`config.mk`:
```
export PLATFORM = sky130hd
export DESIGN_NAME = prr_isqrt
export DESIGN_NICKNAME = d
export VERILOG_FILES = /design/src/sv/prr_isqrt.sv
export SDC_FILE = /design/constraint.sdc
export NUM_CORES = 2
export LEC_CHECK = 0
export ABC_AREA = 0
export BUFFER_PORTS_ARGS = -buffer_cell sky130_fd_sc_hd__clkbuf_2
export CORE_AREA = 2 2 493 495
export DETAILED_ROUTE_END_ITERATION = 6
export DIE_AREA = 0 0 495 497
export GPL_ROUTABILITY_DRIVEN = 0
export PLACE_DENSITY = 0.65
export SYNTH_ARGS = -nofsm -noshare
export SYNTH_HDL_FRONTEND = slang
export SYNTH_MEMORY_MAX_BITS = 65536
export SYNTH_SLANG_ARGS = --single-unit
```
`constraint.sdc`:
```
create_clock -name aclk -period 9.62 [get_ports aclk]
set_clock_uncertainty 0.05 [all_clocks]
set_input_delay 0.481 -clock aclk [delete_from_list [all_inputs] [get_ports aclk]]
set_output_delay 0.481 -clock aclk [all_outputs]
set_load 0.005 [all_outputs]
```
`src/sv/prr_isqrt.sv`:
```
// ----------------------------------------------------------------------------
// prr_isqrt: pipelined floor square root
// One result bit per stage, restoring digit-by-digit method; a side word
// travels with each radicand so that callers need no separate delay line.
// ----------------------------------------------------------------------------
module prr_isqrt #(
    parameter int IN_W   = 64,
    parameter int PASS_W = 1
) (
    input  logic                aclk,
    input  logic                aresetn,
    input  logic                ce,
    input  logic                in_valid,
    input  logic [IN_W-1:0]     radicand,
    input  logic [PASS_W-1:0]   pass_in,
    output logic                out_valid,
    output logic [IN_W/2-1:0]   root,
    output logic [PASS_W-1:0]   pass_out
);
    localparam int R  = IN_W / 2;
    localparam int RW = R + 2;

    logic              valid_reg [R];
    logic [IN_W-1:0]   x_reg     [R];
    logic [RW-1:0]     rem_reg   [R];
    logic [R-1:0]      root_reg  [R];
    logic [PASS_W-1:0] pass_reg  [R];

    for (genvar k = 0; k < R; k++) begin : g_step
        logic              v_in;
        logic [IN_W-1:0]   x_in;
        logic [RW-1:0]     rem_in;
        logic [R-1:0]      root_in;
        logic [PASS_W-1:0] p_in;
        logic [RW+1:0]     rem_full;
        logic [RW+1:0]     trial;
        logic              fit;

        if (k == 0) begin : g_first
            assign v_in    = in_valid;
            assign x_in    = radicand;
            assign rem_in  = '0;
            assign root_in = '0;
            assign p_in    = pass_in;
        end else begin : g_rest
            assign v_in    = valid_reg[k-1];
            assign x_in    = x_reg[k-1];
            assign rem_in  = rem_reg[k-1];
            assign root_in = root_reg[k-1];
            assign p_in    = pass_reg[k-1];
        end

        // bring down the next two radicand bits, try root*4+1
        assign rem_full = {rem_in, x_in[IN_W-1 -: 2]};
        assign trial    = {2'b00, root_in, 2'b01};
        assign fit      = (rem_full >= trial);

        always_ff @(posedge aclk) begin
            if (!aresetn) begin
                valid_reg[k] <= 1'b0;
            end else if (ce) begin
                valid_reg[k] <= v_in;
            end
        end

        always_ff @(posedge aclk) begin
            if (ce) begin
                x_reg[k]    <= x_in << 2;
                rem_reg[k]  <= fit ? RW'(rem_full - trial) : RW'(rem_full);
                root_reg[k] <= {root_in[R-2:0], fit};
                pass_reg[k] <= p_in;
            end
        end
    end

    assign out_valid = valid_reg[R-1];
    assign root      = root_reg[R-1];
    assign pass_out  = pass_reg[R-1];

endmodule

```
# ---- Word-level counts from Yosys, hierarchy flattened
# Memories as Yosys holds them, arrays and structs flattened.
# Index checks and enable logic that the tools add are counted.
dict set report op_classes {
  add_sub_neg 32
  magnitude_cmp 32
  mux 69
  bitwise 32
}
# op count
set ops {}
lappend ops {{$ge A36 B34 Y1} 31}
lappend ops {{$mux W34} 32}
lappend ops {{$sub A34 B34 Y34} 31}
lappend ops {{$mux W1} 37}
lappend ops {{$or A1 B1 Y1} 32}
lappend ops {{$sub A2 B1 Y3 const B} 1}
lappend ops {{$ge A2 B1 Y1 const B} 1}
dict set report totals {
  register_bits 0
  ram_bits 4160
  inputBits 69
  out_inout_bits 34
  n_memories 5
}
# name depth width read_ports rd_clocked_by_memory_dff wr line_no
set memory_table {}
lappend memory_table {x_reg 32 62 31 0 32 24} ;# logic [IN_W-1:0] x_reg [R];
lappend memory_table {rem_reg 32 34 31 0 32 25} ;# logic [RW-1:0] rem_reg [R];
lappend memory_table {root_reg 32 32 32 0 32 26} ;# logic [R-1:0] root_reg [R];
lappend memory_table {pass_reg 32 1 32 0 32 27} ;# logic [PASS_W-1:0] pass_reg [R];
lappend memory_table {valid_reg 32 1 32 0 32 23} ;# logic valid_reg [R];

# ---- Depth between registers and ports, before layout
dict set report logic_depth {
  word_depth 4
  mapped_depth 14
}

# ---- Worst setup path before layout
# Ideal clock, no wire load.
dict set report synth_path {
  path_kind {flip-flop to flip-flop}
  start {mem rem_reg[2][112] (netlist name)}
  end {mem rem_reg[3][29] (netlist name), data pin}
  setup_time_ps 266
  arrival_ps 3335
  required_ps 9304
  path_slack_ps 5969
  path_stages_with_launch 12
  path_buffers 1
  period_less_slack_ps 3651
  cell_sequence {edfxtp_1 -> ha_1 -> clkbuf_1 -> nand4_1 -> nor4_1 -> or4b_1 -> o21a_1 -> a311o_1 -> a311o_1 -> or4b_4 -> nor3_1 -> xor2_1}
}
# element line_no
set synth_lines {}
lappend synth_lines {{from (decl)} 25}

==> reports/results.ini <==
[timing]
period_share=0.487
timing.slew.headroom=0.187
fmax_ghz=0.213
setup_tns_ps=0
setup_viol=0
slew_viol_final=0
rsz0062_at_grt=false
hold_viol=0
worstMarginPinSlew_ps=1220
fin_crit_ps=4690

[global_routing]
track_usage=0.193
grt_pass1_wl_mm=382
antenna_found_initial=1
grt_pass1_vias=71300
grt_max_degree=180
gr-total-overflow=0

[logic_synthesis]
ys_seq_area_frac=0.648
async_reset_ff_frac=0
synth_flop_cell=edfxtp_1
syn_inst=9293
ys_types=93
synth_warnings=0
synth-seq-cells=2587
synth_edf_count=2586
avgSynthCellArea_um2=12.9
syn-num-nets=9924
syn-cell-area_mm2=0.120

[hold_path]
min_path_type=in -> reg
min-delay-start=aresetn

[floorplan]
die_x_um=495
die_h_um=497
io_pins=103
initial_core_util=0.500
coreArea_mm2=0.240
row_count=180
dieArea_mm2=0.246

[clock_tree]
clk_pin_slew_ps=60
numCtsBuffers=292
clock_latency_ps=940
cts_tree=done
cts_buffer_depth=4
cts_resized=0
htreeDepth=5
clock-sinks=2587
cts-root-buf=clkbuf_16

[placed_design]
dp_hpwl_mm=171
place_inst=12500
port_buffers=102

[finish]
drive_gt1_frac=0.0722
largest_reg_flops=1003
fin_cells=13000
final_cell_mix=edfxtp_1, inv_1, nand2_1
area_delta_synth_final_pct=12.0
final_common_cell=edfxtp_1
final.fill_count=19600
nets=10300

[route]
avgViaCountPerCell=5.59
antenna_left=0
routedWlPerCell_um=18.5
vias=72700
drtPass1Iterations=6
drtIter0Drc=5534
drc_errors=0
wirelength_mm=240

[pwr]
p_leak_nw=50.8
total_power_w=0.0322
p_per_area_mw_per_mm2=240
irDropWorstVdd_mv=0.182

[setup_path]
worst_ep_required_time_ps=10200
r2r_start=rem_reg[2][112]
crit_fanout=27
worst_setup_path_end_kind=register
worstPathCellList=ha_1, nand4_1, nor4_1, or4b_1, o21a_1, nand3_1, nor3b_1, nand2_1, or3_1, xnor2_1
start_kind=register
cpPeakStageDelay_ps=820
arrival_ps=5270
cp-startpoint=rem_reg[2][112]
crit_slowest_cell=nand3_1
worstSetupPathType=reg -> reg

[run_status]
status=finished, final reports clean

[job]
maxCapViolCount=0

-- synthesized netlist by cell type (all sizes together) (98+ instances only) --
cell type / n / share of area
nor2: 510 / 0.016
xor2: 436 / 0.032
nand2b: 107 / 0.0056
o21ai: 581 / 0.024
a21o: 182 / 0.011
edfxtp: 2586 / 0.65
inv: 718 / 0.022
nand2: 712 / 0.022
nor3: 249 / 0.010
xnor2: 401 / 0.029
o21a: 98 / 0.0061
nand4: 105 / 0.0055
clkbuf: 167 / 0.0052
nand3: 154 / 0.0065
or3: 103 / 0.0054
ha: 562 / 0.059
nor4: 129 / 0.0069
a21oi: 526 / 0.022
-- worst max-delay path, delay by kind of cell, from the launching register on --
family          cells  cell delay, ps
compound gates      1             140
fa+ha+maj           1             440
xor+xnor            1             130
simple gates        7            3240
flops               1             390
-- cells by family (layout without fill, tap and decap cells) --
family	after synthesis	in the layout	share of synthesized area
buf+inv	900	1440	0.0282
other cells	1	2	0.0000313
xor+xnor	837	837	0.0611
fa+ha+maj	562	562	0.0586
compound gates	1847	1847	0.0946
simple gates	2496	2496	0.104
mux	63	63	0.00578
flops	2587	2587	0.648
-- per-layer routing --
metal | share of wire | track usage | vias up | routed length (um)
met5 | 0 | 0 | - | 0
met4 | 0.048 | 0.0904 | 0 | 11600
met3 | 0.040 | 0.0249 | 611 | 9680
met2 | 0.49 | 0.327 | 1895 | 118000
met1 | 0.42 | 0.246 | 35100 | 101000
li1 | - | - | 35100 | -
-- path summary, 6_finish.rpt --
check	to	slack, ps	depth (start not counted)
worst max-delay path	rem_reg[3][24]	4930	10
worst min-delay path	valid_reg[4][0]	70	2
worst max register to register	rem_reg[3][24]	4930	10
worst min register to register	x_reg[0][295]	320	0
-- where the power goes --
part | switching, W | internal, W
registers | 0.000929 | 0.0142
clock network | 0.00430 | 0.00647
logic | 0.00371 | 0.00257
-- final cells by class --
| cell class | count | area [um^2] | share of cell area |
|---|---|---|---|
| antenna | 1 | 2.50 | 0.0000186 |
| clock buffer | 343 | 7560 | 0.0563 |
| clock inverter | 154 | 1680 | 0.0125 |
| inverter | 721 | 2710 | 0.0202 |
| multi-input combinational | 5806 | 39000 | 0.290 |
| sequential | 2587 | 77700 | 0.579 |
| tap | 3185 | 3990 | 0.0297 |
| timing repair buffer | 222 | 1680 | 0.0125 |
-- metrics by stage --
step | hold slack [ps] | util | setup WS (ps) | cell area, um^2
global placement | 351 | 0.518 | 5130 | 124000
global route | 85.0 | 0.559 | 4640 | 134000
finish | 67.9 | 0.559 | 4930 | 134000
CTS | 16.4 | 0.559 | 5000 | 134000
detailed placement | 355 | 0.518 | 5060 | 124000
floorplan | 350 | - | 5970 | 120000
-- repair_timing --
action	4_1_cts	5_1_grt
setup buffers	0	0
endpoints found under the setup margin	0	0
hold buffers	68	0
hold endpoints to repair	78	0
No activity file was read; power rests on OpenSTA's default activity.
